[src/rtl/core/assert_macros.svh]
// Assertion macros for the RTL that checks its own behavior (the segmenter top).
`ifndef ASSERT_MACROS_SVH
`define ASSERT_MACROS_SVH

// Same-cycle implication, sampled on the rising clock edge outside reset.
`define ASSERT_SAME(label, ante, cons) \
	label: assert property (@(posedge clk) disable iff (!arst_n) (ante) |-> (cons)) \
		else $error("same-cycle check failed");

// Next-cycle implication, sampled on the rising clock edge outside reset.
`define ASSERT_NEXT(label, ante, cons) \
	label: assert property (@(posedge clk) disable iff (!arst_n) (ante) |=> (cons)) \
		else $error("next-cycle check failed");

`endif

[src/rtl/core/rlcseg_pkg.sv]
`default_nettype none
package rlcseg_pkg;

	localparam int LEN_W     = 14;
	localparam int SEQ_W     = 10;
	localparam int SLOT_W    = 4;
	localparam int HDR_W     = 5;
	localparam int FI_W      = 2;
	localparam int LI_W      = 11;
	localparam int SEG_CAP   = 16;
	localparam int SEG_IDX_W = 4;
	localparam int SEG_CNT_W = 5;
	localparam int LI_LIMIT  = 2048;

	localparam logic OP_ENQ   = 1'b0;
	localparam logic OP_GRANT = 1'b1;

	typedef struct packed {
		logic enq;
		logic grant_init;
		logic step;
		logic emit;
		logic emit_empty;
	} seg_cmd_t;

	typedef struct packed {
		logic pack_stop;
		logic n_zero;
		logic emit_last;
	} seg_stat_t;

	// Header size in bytes for a PDU carrying segs explicit length indicators.
	function automatic logic [HDR_W-1:0] hdr_bytes(input logic [SEG_CNT_W-1:0] segs);
		logic [7:0] sum;
		sum = 8'd23 + 8'(segs) * 8'd12;
		return sum[7:3];
	endfunction

endpackage
`default_nettype wire

[src/rtl/core/rlc_am_pdu_segmenter_unit.sv]
// RLC acknowledged-mode PDU segmenter.
// Input: a transaction is accepted on a rising edge where start is high and busy
// is low. opcode 0 queues an SDU length, opcode 1 is a grant of grant_bytes.
// Output: each result is shown for one cycle with result_valid high; the receiver
// cannot stall it and must take it in that cycle. last_result marks the final
// result of a transaction.
// An enqueue returns one result in the next cycle and leaves busy low, so one
// enqueue can be accepted every cycle.
// A grant placing k segments passes one check and one pack state per segment,
// since each segment waits on the registered read of the descriptor memory,
// then a closing check, then an emit state that shows the stored segments in
// turn. A zero-length head SDU that ends packing costs one more check and pack
// step. A grant that places nothing returns one empty result after its closing
// check. busy stays high until the last result is loaded.
// Reset empties the queue, clears the partly sent head SDU and the sequence
// number, and needs no clearing pass over the descriptor memory.
`default_nettype none
`include "assert_macros.svh"
module rlc_am_pdu_segmenter_unit
	import rlcseg_pkg::*;
#(
	parameter int QUEUE_DEPTH     = 16,
	parameter int MAX_SDU_BYTES   = 9000,
	parameter int MAX_GRANT_BYTES = 9000
) (
	input  wire logic              clk,
	input  wire logic              arst_n,
	input  wire logic              start,
	output logic                   busy,
	input  wire logic              opcode,
	input  wire logic [LEN_W-1:0]  sdu_length,
	input  wire logic [LEN_W-1:0]  grant_bytes,
	output logic                   result_valid,
	output logic [SEQ_W-1:0]       pdu_sequence,
	output logic [FI_W-1:0]        framing_info,
	output logic [HDR_W-1:0]       header_bytes,
	output logic [SLOT_W-1:0]      segment_slot,
	output logic [LEN_W-1:0]       segment_offset,
	output logic [LEN_W-1:0]       segment_length,
	output logic                   extension_bit,
	output logic [LI_W-1:0]        length_indicator,
	output logic                   empty_grant,
	output logic                   enqueue_dropped,
	output logic                   last_result
);

	seg_cmd_t  cmd;
	seg_stat_t stat;

	rlcseg_ctrl u_ctrl (
		.clk    (clk),
		.arst_n (arst_n),
		.start  (start),
		.opcode (opcode),
		.stat   (stat),
		.cmd    (cmd),
		.busy   (busy)
	);

	rlcseg_dp #(
		.QUEUE_DEPTH     (QUEUE_DEPTH),
		.MAX_SDU_BYTES   (MAX_SDU_BYTES),
		.MAX_GRANT_BYTES (MAX_GRANT_BYTES)
	) u_dp (
		.clk              (clk),
		.arst_n           (arst_n),
		.cmd              (cmd),
		.sdu_length       (sdu_length),
		.grant_bytes      (grant_bytes),
		.stat             (stat),
		.result_valid     (result_valid),
		.pdu_sequence     (pdu_sequence),
		.framing_info     (framing_info),
		.header_bytes     (header_bytes),
		.segment_slot     (segment_slot),
		.segment_offset   (segment_offset),
		.segment_length   (segment_length),
		.extension_bit    (extension_bit),
		.length_indicator (length_indicator),
		.empty_grant      (empty_grant),
		.enqueue_dropped  (enqueue_dropped),
		.last_result      (last_result)
	);

	`ASSERT_NEXT(a_enq_result, start && !busy && (opcode == OP_ENQ), result_valid && last_result)
	`ASSERT_SAME(a_empty_is_last, result_valid && empty_grant, last_result && !extension_bit)
	`ASSERT_SAME(a_more_pending, result_valid && !last_result, busy && extension_bit)
	`ASSERT_SAME(a_one_command, 1'b1, $onehot0(cmd))

endmodule
`default_nettype wire

[src/rtl/core/rlcseg_ctrl.sv]
`default_nettype none
module rlcseg_ctrl
	import rlcseg_pkg::*;
(
	input  wire logic      clk,
	input  wire logic      arst_n,
	input  wire logic      start,
	input  wire logic      opcode,
	input  wire seg_stat_t stat,
	output seg_cmd_t       cmd,
	output logic           busy
);

	localparam logic [1:0] S_IDLE  = 2'd0;
	localparam logic [1:0] S_CHECK = 2'd1;
	localparam logic [1:0] S_STEP  = 2'd2;
	localparam logic [1:0] S_EMIT  = 2'd3;

	logic [1:0] state_q;
	logic [1:0] state_d;
	logic       accept;

	assign busy   = (state_q != S_IDLE);
	assign accept = start && (state_q == S_IDLE);

	always_comb begin
		state_d = state_q;
		cmd     = '0;
		unique case (state_q)
			S_IDLE: begin
				if (accept) begin
					if (opcode == OP_ENQ) begin
						cmd.enq = 1'b1;
					end else begin
						cmd.grant_init = 1'b1;
						state_d        = S_CHECK;
					end
				end
			end
			S_CHECK: begin
				if (!stat.pack_stop) begin
					state_d = S_STEP;
				end else if (stat.n_zero) begin
					cmd.emit_empty = 1'b1;
					state_d        = S_IDLE;
				end else begin
					state_d = S_EMIT;
				end
			end
			S_STEP: begin
				cmd.step = 1'b1;
				state_d  = S_CHECK;
			end
			S_EMIT: begin
				cmd.emit = 1'b1;
				if (stat.emit_last) begin
					state_d = S_IDLE;
				end
			end
			default: begin
				state_d = S_IDLE;
			end
		endcase
	end

	always_ff @(posedge clk or negedge arst_n) begin
		if (!arst_n) begin
			state_q <= S_IDLE;
		end else begin
			state_q <= state_d;
		end
	end

endmodule
`default_nettype wire

[src/rtl/core/rlcseg_dp.sv]
`default_nettype none
module rlcseg_dp
	import rlcseg_pkg::*;
#(
	parameter int QUEUE_DEPTH     = 16,
	parameter int MAX_SDU_BYTES   = 9000,
	parameter int MAX_GRANT_BYTES = 9000
) (
	input  wire logic              clk,
	input  wire logic              arst_n,
	input  wire seg_cmd_t          cmd,
	input  wire logic [LEN_W-1:0]  sdu_length,
	input  wire logic [LEN_W-1:0]  grant_bytes,
	output seg_stat_t              stat,
	output logic                   result_valid,
	output logic [SEQ_W-1:0]       pdu_sequence,
	output logic [FI_W-1:0]        framing_info,
	output logic [HDR_W-1:0]       header_bytes,
	output logic [SLOT_W-1:0]      segment_slot,
	output logic [LEN_W-1:0]       segment_offset,
	output logic [LEN_W-1:0]       segment_length,
	output logic                   extension_bit,
	output logic [LI_W-1:0]        length_indicator,
	output logic                   empty_grant,
	output logic                   enqueue_dropped,
	output logic                   last_result
);

	localparam int PTR_W = (QUEUE_DEPTH > 1) ? $clog2(QUEUE_DEPTH) : 1;
	localparam int CNT_W = $clog2(QUEUE_DEPTH + 1);
	localparam int ROOM_W = LEN_W + 2;

	logic [LEN_W-1:0]     queue_mem [QUEUE_DEPTH];
	logic [LEN_W-1:0]     head_len_q;
	logic [PTR_W-1:0]     rptr_q;
	logic [PTR_W-1:0]     wptr_q;
	logic [CNT_W-1:0]     count_q;
	logic [LEN_W-1:0]     consumed_q;
	logic [SEQ_W-1:0]     next_seq_q;
	logic [LEN_W-1:0]     grant_q;
	logic [LEN_W-1:0]     total_q;
	logic [SEG_CNT_W-1:0] n_q;
	logic [LEN_W-1:0]     last_len_q;
	logic                 halt_q;
	logic                 started_q;
	logic [SEG_IDX_W-1:0] emit_idx_q;

	logic [PTR_W-1:0]     seg_slot_q [SEG_CAP];
	logic [LEN_W-1:0]     seg_off_q  [SEG_CAP];
	logic [LEN_W-1:0]     seg_len_q  [SEG_CAP];

	logic                  full;
	logic                  do_write;
	logic [LEN_W-1:0]      sdu_sat;
	logic [LEN_W-1:0]      grant_sat;
	logic signed [ROOM_W-1:0] room;
	logic                  room_pos;
	logic [LEN_W-1:0]      rem;
	logic [LEN_W-1:0]      take;
	logic                  zero_head;
	logic                  pop;
	logic [PTR_W-1:0]      rptr_next;
	logic [PTR_W-1:0]      wptr_next;
	logic [PTR_W+SLOT_W-1:0] slot_wide;
	logic [HDR_W-1:0]      hdr_final;

	assign full      = (count_q == CNT_W'(QUEUE_DEPTH));
	assign do_write  = cmd.enq && !full;
	assign sdu_sat   = (sdu_length > LEN_W'(MAX_SDU_BYTES)) ? LEN_W'(MAX_SDU_BYTES) : sdu_length;
	assign grant_sat = (grant_bytes > LEN_W'(MAX_GRANT_BYTES)) ?
		LEN_W'(MAX_GRANT_BYTES) : grant_bytes;

	assign room = $signed({2'b00, grant_q}) - $signed({{(ROOM_W-HDR_W){1'b0}}, hdr_bytes(n_q)})
		- $signed({2'b00, total_q});
	assign room_pos = !room[ROOM_W-1] && (room != '0);

	assign rem       = (head_len_q > consumed_q) ? (head_len_q - consumed_q) : '0;
	assign take      = (room[LEN_W-1:0] < rem) ? room[LEN_W-1:0] : rem;
	assign zero_head = (consumed_q == '0) && (head_len_q == '0);
	assign pop       = cmd.step && (zero_head || (take >= rem));

	assign rptr_next = (rptr_q == PTR_W'(QUEUE_DEPTH - 1)) ? '0 : rptr_q + 1'b1;
	assign wptr_next = (wptr_q == PTR_W'(QUEUE_DEPTH - 1)) ? '0 : wptr_q + 1'b1;

	assign stat.pack_stop = halt_q || (n_q == SEG_CNT_W'(SEG_CAP)) || !room_pos
		|| ((n_q != '0) && (last_len_q >= LEN_W'(LI_LIMIT))) || (count_q == '0);
	assign stat.n_zero    = (n_q == '0);
	assign stat.emit_last = ((SEG_CNT_W'(emit_idx_q) + 1'b1) == n_q);

	assign slot_wide = {{SLOT_W{1'b0}}, seg_slot_q[emit_idx_q]};
	assign hdr_final = hdr_bytes(n_q - 1'b1);

	always_ff @(posedge clk) begin
		if (do_write) begin
			queue_mem[wptr_q] <= sdu_sat;
		end
		head_len_q <= queue_mem[rptr_q];
	end

	always_ff @(posedge clk) begin
		if (cmd.step && !zero_head) begin
			seg_slot_q[n_q[SEG_IDX_W-1:0]] <= rptr_q;
			seg_off_q[n_q[SEG_IDX_W-1:0]]  <= consumed_q;
			seg_len_q[n_q[SEG_IDX_W-1:0]]  <= take;
			last_len_q                     <= take;
		end
		if (cmd.grant_init) begin
			grant_q <= grant_sat;
		end
	end

	always_ff @(posedge clk or negedge arst_n) begin
		if (!arst_n) begin
			rptr_q       <= '0;
			wptr_q       <= '0;
			count_q      <= '0;
			consumed_q   <= '0;
			next_seq_q   <= '0;
			total_q      <= '0;
			n_q          <= '0;
			halt_q       <= 1'b0;
			started_q    <= 1'b0;
			emit_idx_q   <= '0;
			result_valid <= 1'b0;
		end else begin
			result_valid <= cmd.enq || cmd.emit || cmd.emit_empty;
			if (do_write) begin
				wptr_q  <= wptr_next;
				count_q <= count_q + 1'b1;
			end
			if (cmd.grant_init) begin
				total_q    <= '0;
				n_q        <= '0;
				halt_q     <= 1'b0;
				started_q  <= (consumed_q != '0);
				emit_idx_q <= '0;
			end
			if (cmd.step) begin
				if (zero_head) begin
					halt_q <= 1'b1;
				end else begin
					total_q <= total_q + take;
					n_q     <= n_q + 1'b1;
				end
				if (pop) begin
					rptr_q     <= rptr_next;
					count_q    <= count_q - 1'b1;
					consumed_q <= '0;
				end else begin
					consumed_q <= consumed_q + take;
				end
			end
			if (cmd.emit) begin
				emit_idx_q <= emit_idx_q + 1'b1;
				if (stat.emit_last) begin
					next_seq_q <= next_seq_q + 1'b1;
				end
			end
		end
	end

	always_ff @(posedge clk) begin
		if (cmd.enq || cmd.emit_empty) begin
			pdu_sequence     <= cmd.emit_empty ? next_seq_q : '0;
			framing_info     <= '0;
			header_bytes     <= '0;
			segment_slot     <= '0;
			segment_offset   <= '0;
			segment_length   <= '0;
			extension_bit    <= 1'b0;
			length_indicator <= '0;
			empty_grant      <= cmd.emit_empty;
			enqueue_dropped  <= cmd.enq && full;
			last_result      <= 1'b1;
		end else if (cmd.emit) begin
			pdu_sequence     <= next_seq_q;
			framing_info     <= {started_q, (consumed_q != '0)};
			header_bytes     <= hdr_final;
			segment_slot     <= slot_wide[SLOT_W-1:0];
			segment_offset   <= seg_off_q[emit_idx_q];
			segment_length   <= seg_len_q[emit_idx_q];
			extension_bit    <= !stat.emit_last;
			length_indicator <= stat.emit_last ? '0 : seg_len_q[emit_idx_q][LI_W-1:0];
			empty_grant      <= 1'b0;
			enqueue_dropped  <= 1'b0;
			last_result      <= stat.emit_last;
		end
	end

endmodule
`default_nettype wire
[config.mk]
export PLATFORM = sky130hd
export DESIGN_NAME = rlc_am_pdu_segmenter_unit
export DESIGN_NICKNAME = d
export VERILOG_FILES = /design/src/rtl/core/rlcseg_pkg.sv /design/src/rtl/core/rlc_am_pdu_segmenter_unit.sv /design/src/rtl/core/rlcseg_ctrl.sv /design/src/rtl/core/rlcseg_dp.sv
export VERILOG_INCLUDE_DIRS = /design/src /design/src/rtl/core
export SDC_FILE = /design/constraint.sdc
export NUM_CORES = 1
export LEC_CHECK = 0
export ABC_AREA = 1
export BUFFER_PORTS_ARGS = -buffer_cell sky130_fd_sc_hd__buf_4
export CORE_AREA = 2 2 337 339
export DETAILED_ROUTE_END_ITERATION = 10
export DIE_AREA = 0 0 339 341
export SLEW_MARGIN = 20
export SYNTH_ARGS = -nofsm -noshare
export SYNTH_HDL_FRONTEND = slang
export SYNTH_SLANG_ARGS = --single-unit
[constraint.sdc]
create_clock -name clk -period 8.54 [get_ports clk]
set_input_delay 0.427 -clock clk [delete_from_list [all_inputs] [get_ports clk]]
set_output_delay 0.427 -clock clk [all_outputs]
set_load 0.02 [all_outputs]
==> reports/qor.csv, run 1 <==
metric,value,unit
outcome,"finished, final reports clean",
finClkSkew,0.0572,ns
cts_made_buffers,91,
post_drt_wl_per_cell,19.9,µm
die_area,0.116,mm²
finalSetupViolations,0,
grt_first_pass_wirelength,151,mm
ys_seq_elements,896,
synth_xor_area_share,1.77,%
critical_path_required,9.10,ns
synth_nets,3529,
end_kind,flop,
critPathTopFamily,adder cells,
synth_area_per_cell,11.5,µm²
viasPerCell,5.18,
grt_max_degree,105,
vias,26100,
yosys_warnings,0,
synth_flop_cell,edfxtp_1,
async_flop_share,7.25,%
cp_slowest_cell,dfrtp_2,
die_x,339,µm
cp_slowest_stage_delay,0.46,ns
antenna_found_initial,2,
drtAntennaViolNets,0,
cp_max_fo,17,
start_util,34.8,%
setup-tns-final,0,ns
maxSlewHeadroom,20.6,%
synth_cell_types,57,
synth_compound_area_share,12.0,%
synthSimpleGateAreaFrac,11.7,%
hold_class,input pin to flop,
synth.area.mux_share,0.0514,%
tightest_slew,1.19,ns
final_nets,3608,
hpwl,56.8,mm
maxCapViolCount,0,
cts.sinks,896,
io_buffers,97,
area_growth,14.4,%
core-area,0.112,mm²
drtIter0Drc,2106,
cp_common_cell,nand2_1,
critPathKind,flop to flop,
min_period,7.65,ns
whs,0.0534,ns
rsz0062_at_grt,no,
synthesis.area,0.0390,mm²
grt.total_usage,16.9,%
start_kind,flop,
slew_viol_final,0,
synth_top_family_by_area,compound AO/OA/AOI/OAI gates,
route.detailed.drc,0,
layout-drive-gt1-share,10.7,%
synth_adder_area_share,3.94,%
grt-ovfl-total,0,
rows,123,
ios,98,
h-tree-depth,3,
critical_path_arrival,8.22,ns
synth_edf_count,765,
fmax,0.131,GHz
dieHeight,341,µm
final_cell_mix,"edfxtp_1, nor2_1, o21ai_0",
cts_tree,yes,
grt_pass1_vias,24900,
seq_area_frac_synth,66.5,%
gp_congestion,0.847,
cts-root-buf,clkbuf_16,
n_fill_cell,10600,
first_pass_iters,5,
clk_latency,0.67,ns
report.final.hold_viol_count,0,
fin_crit_sh,89.6,%
clk_pin_slew_worst_paths,0.06,ns
final_common_cell,edfxtp_1,
synthCells,3378,
cts.path.max_buffers,3,
wirelength,100,mm
worst-path-buf-inv,8,
[area by class of cell]
| cell class | instances | area, µm² | area share [%] |
|---|---|---|---|
| Multi-Input combinational cell | 2075 | 11600 | 26.1 |
| Timing Repair Buffer | 160 | 1210 | 2.72 |
| Clock inverter | 51 | 673 | 1.51 |
| Inverter | 233 | 881 | 1.98 |
| Tap cell | 1500 | 1880 | 4.21 |
| Clock buffer | 116 | 2390 | 5.36 |
| Antenna cell | 1 | 2.50 | 0.00561 |
| Sequential cell | 896 | 25900 | 58.2 |
[Yosys cell counts (4+ instances only)]
master / number / area share (%)
clkbuf_1: 157 / 1.5
xor2_1: 56 / 1.3
o211ai_1: 29 / 0.56
a21boi_0: 11 / 0.21
nor4_1: 5 / 0.080
nand4_1: 26 / 0.42
o221ai_1: 115 / 2.6
nand2_1: 372 / 3.6
nor3_1: 15 / 0.19
o31ai_1: 5 / 0.096
fa_1: 6 / 0.31
a31oi_1: 5 / 0.080
nand2_2: 7 / 0.11
dfrtp_1: 65 / 4.2
buf_2: 8 / 0.10
o21ai_1: 6 / 0.077
a21oi_1: 96 / 1.2
ha_1: 113 / 3.6
o22ai_1: 58 / 0.93
clkinv_1: 9 / 0.087
a21o_1: 4 / 0.077
dfxtp_1: 66 / 3.4
xnor2_1: 21 / 0.47
nor2_1: 489 / 4.7
o21ai_0: 420 / 5.4
edfxtp_1: 765 / 59
inv_1: 222 / 2.1
a221oi_1: 14 / 0.31
o21bai_1: 4 / 0.077
nor2_2: 22 / 0.35
nand3_1: 142 / 1.8
[worst paths after layout]
check	startpoint	endpoint	slack, ns	depth (start not counted)
min in group asynchronous	arst_n	u_dp.next_seq_q[5]	0.44	2
setup / recovery	u_dp.n_q[2]	u_dp.consumed_q[12]	0.89	51
max in group asynchronous	arst_n	u_dp.rptr_q[0]	7.38	2
hold reg to reg	u_dp.next_seq_q[5]	u_dp.next_seq_q[5]	0.47	1
setup reg to reg	u_dp.n_q[2]	u_dp.consumed_q[12]	0.89	51
hold / removal	grant_bytes[9]	u_dp.grant_q[9]	0.05	3
[flip-flops by register name, summed over array words and instances, names as in the netlist, 3 cells and up]
register,flops
u_dp.queue_mem,224
u_dp.seg_len_q,224
u_dp.seg_off_q,224
u_dp.seg_slot_q,64
u_dp.consumed_q,14
u_dp.grant_q,14
u_dp.head_len_q,14
u_dp.segment_length,14
u_dp.segment_offset,14
u_dp.total_q,14
u_dp.length_indicator,11
u_dp.next_seq_q,10
u_dp.pdu_sequence,10
u_dp.count_q,5
u_dp.header_bytes,5
u_dp.n_q,5
u_dp.emit_idx_q,4
u_dp.rptr_q,4
u_dp.segment_slot,4
u_dp.wptr_q,4
u_dp.last_len_q,3
[layer usage]
layer | part of all wire, % | wire, µm | global-route usage, %
met1 | 44 | 43600 | 22.5
met2 | 49 | 48900 | 28.9
met3 | 5.5 | 5460 | 2.41
met4 | 2.1 | 2150 | 4.48
met5 | 0 | 0 | 0
[worst reg2reg max path: cells and delay by family, from the launching register on]
kind	cells	cell delay [ns]
DFF	1	0.46
AOI/OAI and AO/OA	12	1.70
buffers and inverters	8	0.82
and+or+nand+nor	21	1.74
adders and majority gates	6	1.86
xor gates and xnor gates	4	0.97
[cell families after synthesis]
logic type | Yosys count
multiplexers | 2
AND/OR/NAND/NOR | 1094
adder cells (fa/ha/maj) | 119
buffers and inverters | 407
flip-flops | 896
XOR/XNOR | 78
AO/OA/AOI/OAI | 782
[stage by stage]
step / utilization [%] / std cells / cell area, µm² / setup slack, ns
after floorplan: - / 3378 / 39000 / 0.960
after global placement: 37.1 / 4860 / 41500 / 0.835
after detailed placement: 37.1 / 4860 / 41500 / 0.718
after CTS: 39.8 / 5031 / 44600 / 0.709
after global routing: 39.9 / 5031 / 44600 / 0.00385
final: 39.9 / 5032 / 44600 / 0.889
[what timing repair did]
action | 4_1_cts | 5_1_grt
hold buffers | 4 | 0
setup buffers | 0 | 0
endpoints found under the setup margin | 0 | 16
gates resized for setup | 0 | 6
endpoints found under the hold margin | 68 | 0
Power of run 1 is not shown: default switching activity piles up to over one toggle a cycle in this logic, so the estimate is an artifact.
==> run 2, diff against run 1 <==
- CTS_BUF_LIST: default -> sky130_fd_sc_hd__clkbuf_8
==> run 2 against run 1 <==
  * Register-to-register slack hardly changed
  * Cell count up 2.3%
  * Cell area fell by 0.15%
  * Worst hold slack better by 0.058 ns
  * Critical path type unchanged
  * Highest routed layer unchanged
==> reports/qor.csv, run 2 (synthesis gave the netlist of run 1 again) <==
metric,value,unit,change
outcome,"finished, final reports clean",,unchanged
finClkSkew,0.0425,ns,was 0.0572 ns
cp_slowest_stage_delay,0.46,ns,about the same
grt-ovfl-total,0,,unchanged
cts_made_buffers,148,,was 91
die_area,0.116,mm²,unchanged
grt_first_pass_wirelength,153,mm,was 151 mm
route.detailed.drc,0,,unchanged
setup-tns-final,0,ns,unchanged
rows,123,,unchanged
min_period,7.66,ns,was 7.65 ns
rsz0062_at_grt,no,,unchanged
cts.sinks,896,,unchanged
final_nets,3681,,was 3608
report.final.hold_viol_count,0,,unchanged
grt.total_usage,17.2,%,was 16.9%
core-area,0.112,mm²,unchanged
drtIter0Drc,2077,,was 2106
stdcell_count,5148,,was 5032
grt_pass1_vias,25500,,was 24900
slew_viol_final,0,,unchanged
tightest_slew,1.21,ns,was 1.19 ns
dieHeight,341,µm,unchanged
critical_path_required,9.27,ns,was 9.10 ns
cp_common_cell,nand2_1,,unchanged
critical_path_arrival,8.39,ns,was 8.22 ns
antenna_found_initial,3,,was 2
clk_latency,0.83,ns,was 0.67 ns
ff_latch_area,0.0259,mm²,unchanged
final_common_cell,edfxtp_1,,unchanged
multi_input_area,0.0116,mm²,unchanged
hpwl,56.8,mm,unchanged
critPathKind,flop to flop,,unchanged
wirelength,101,mm,was 100 mm
place_ws,0.718,ns,unchanged
gp_congestion,0.847,,unchanged
final_cell_mix,"edfxtp_1, nor2_1, o21ai_0",,unchanged
io_buffers,97,,unchanged
hold_class,input pin to flop,,unchanged
ios,98,,unchanged
first_pass_iters,5,,unchanged
drtAntennaViolNets,0,,unchanged
fmax,0.131,GHz,about the same
layout-drive-gt1-share,11.8,%,was 10.7%
post-cts-setup-buffer-count,0,,unchanged
die_x,339,µm,unchanged
finalSetupViolations,0,,unchanged
h-tree-depth,4,,was 3
area_growth,14.2,%,was 14.4%
end_kind,flop,,unchanged
post_drt_wl_per_cell,19.7,µm,was 19.9 µm
viasPerCell,5.13,,was 5.18
n_fill_cell,10700,,was 10600
cp_slowest_cell,dfrtp_2,,unchanged
cts.path.max_buffers,3,,unchanged
vias,26400,,was 26100
maxSlewHeadroom,19.1,%,was 20.6%
clk_pin_slew_worst_paths,0.06,ns,about the same
start_util,34.8,%,unchanged
fin_util,39.8,%,was 39.9%
maxCapViolCount,0,,unchanged
cts-root-buf,clkbuf_8,,was clkbuf_16
cts_tree,yes,,unchanged
cp_max_fo,17,,unchanged
grt_max_degree,105,,unchanged
fin_crit_sh,89.7,%,was 89.6%
dp_cells,4860,,unchanged
setup_slack,0.881,ns,was 0.889 ns
start_kind,flop,,unchanged
==> run 2: cell count changes in the layout (fill, tap and decap cells not counted), sizes merged <==
cell | previous run | this run
bufinv | 11 | 6
clkbuf | 116 | 154
clkinv | 38 | 40
clkinvlp | 3 | 2
dlygate4sd3 | 4 | 20
inv | 232 | 298
==> run 2: final timing paths <==
check | start | to | slack [ns] | cells past startpoint
max reg2reg | u_dp.n_q[2] | u_dp.consumed_q[12] | 0.88 | 51
min | opcode | u_dp.pdu_sequence[6] | 0.11 | 4
max in group asynchronous | arst_n | u_dp.emit_idx_q[2] | 7.54 | 2
min in group asynchronous | arst_n | u_dp.next_seq_q[5] | 0.30 | 2
min reg2reg | u_dp.next_seq_q[8] | u_dp.next_seq_q[8] | 0.47 | 1
max | u_dp.n_q[2] | u_dp.consumed_q[12] | 0.88 | 51
==> run 2: routing by layer <==
layer,up-vias,track usage (%),part of all wire (%),wire length [µm]
li1,12500,-,-,-
met1,13000,22.4,43,43700
met2,813,29.1,49,49300
met3,173,2.89,5.9,5930
met4,0,5.52,2.3,2300
met5,-,0,0,0
==> run 2: stage by stage <==
stage | hold slack, ns | instance area (µm²)
finish | 0.111 | 44500
global route | 0.0977 | 44500
CTS | 0.0472 | 44500
detailed placement | 0.457 | 41500
global placement | 0.457 | 41500
floorplan | 0.131 | 39000
==> run 2: area by class of cell <==
| type | count | share of cell area [%] |
|---|---|---|
| inverters | 233 | 1.98 |
| diodes | 1 | 0.00562 |
| clock buffers | 154 | 4.76 |
| flip-flops and latches | 896 | 58.3 |
| well taps | 1500 | 4.21 |
| clock inverters | 113 | 1.61 |
| repair buffers | 176 | 3.08 |
| multi-input cells | 2075 | 26.1 |
==> run 2: repair_timing <==
action                                  4_1_cts  5_1_grt
hold buffers                                 20        0
hold endpoints to repair                     96        0
gates resized for setup                       0        7
endpoints found under the setup margin        0       12
==> run 2: critical path, delay by kind of cell, from the launching register on <==
kind	cells	cell delay [ns]
and+or+nand+nor	21	1.73
adders and majority gates	6	1.86
DFF	1	0.46
buffers and inverters	8	0.81
xor gates and xnor gates	4	0.98
AOI/OAI and AO/OA	12	1.71
Power of run 2 is left out for the same reason.
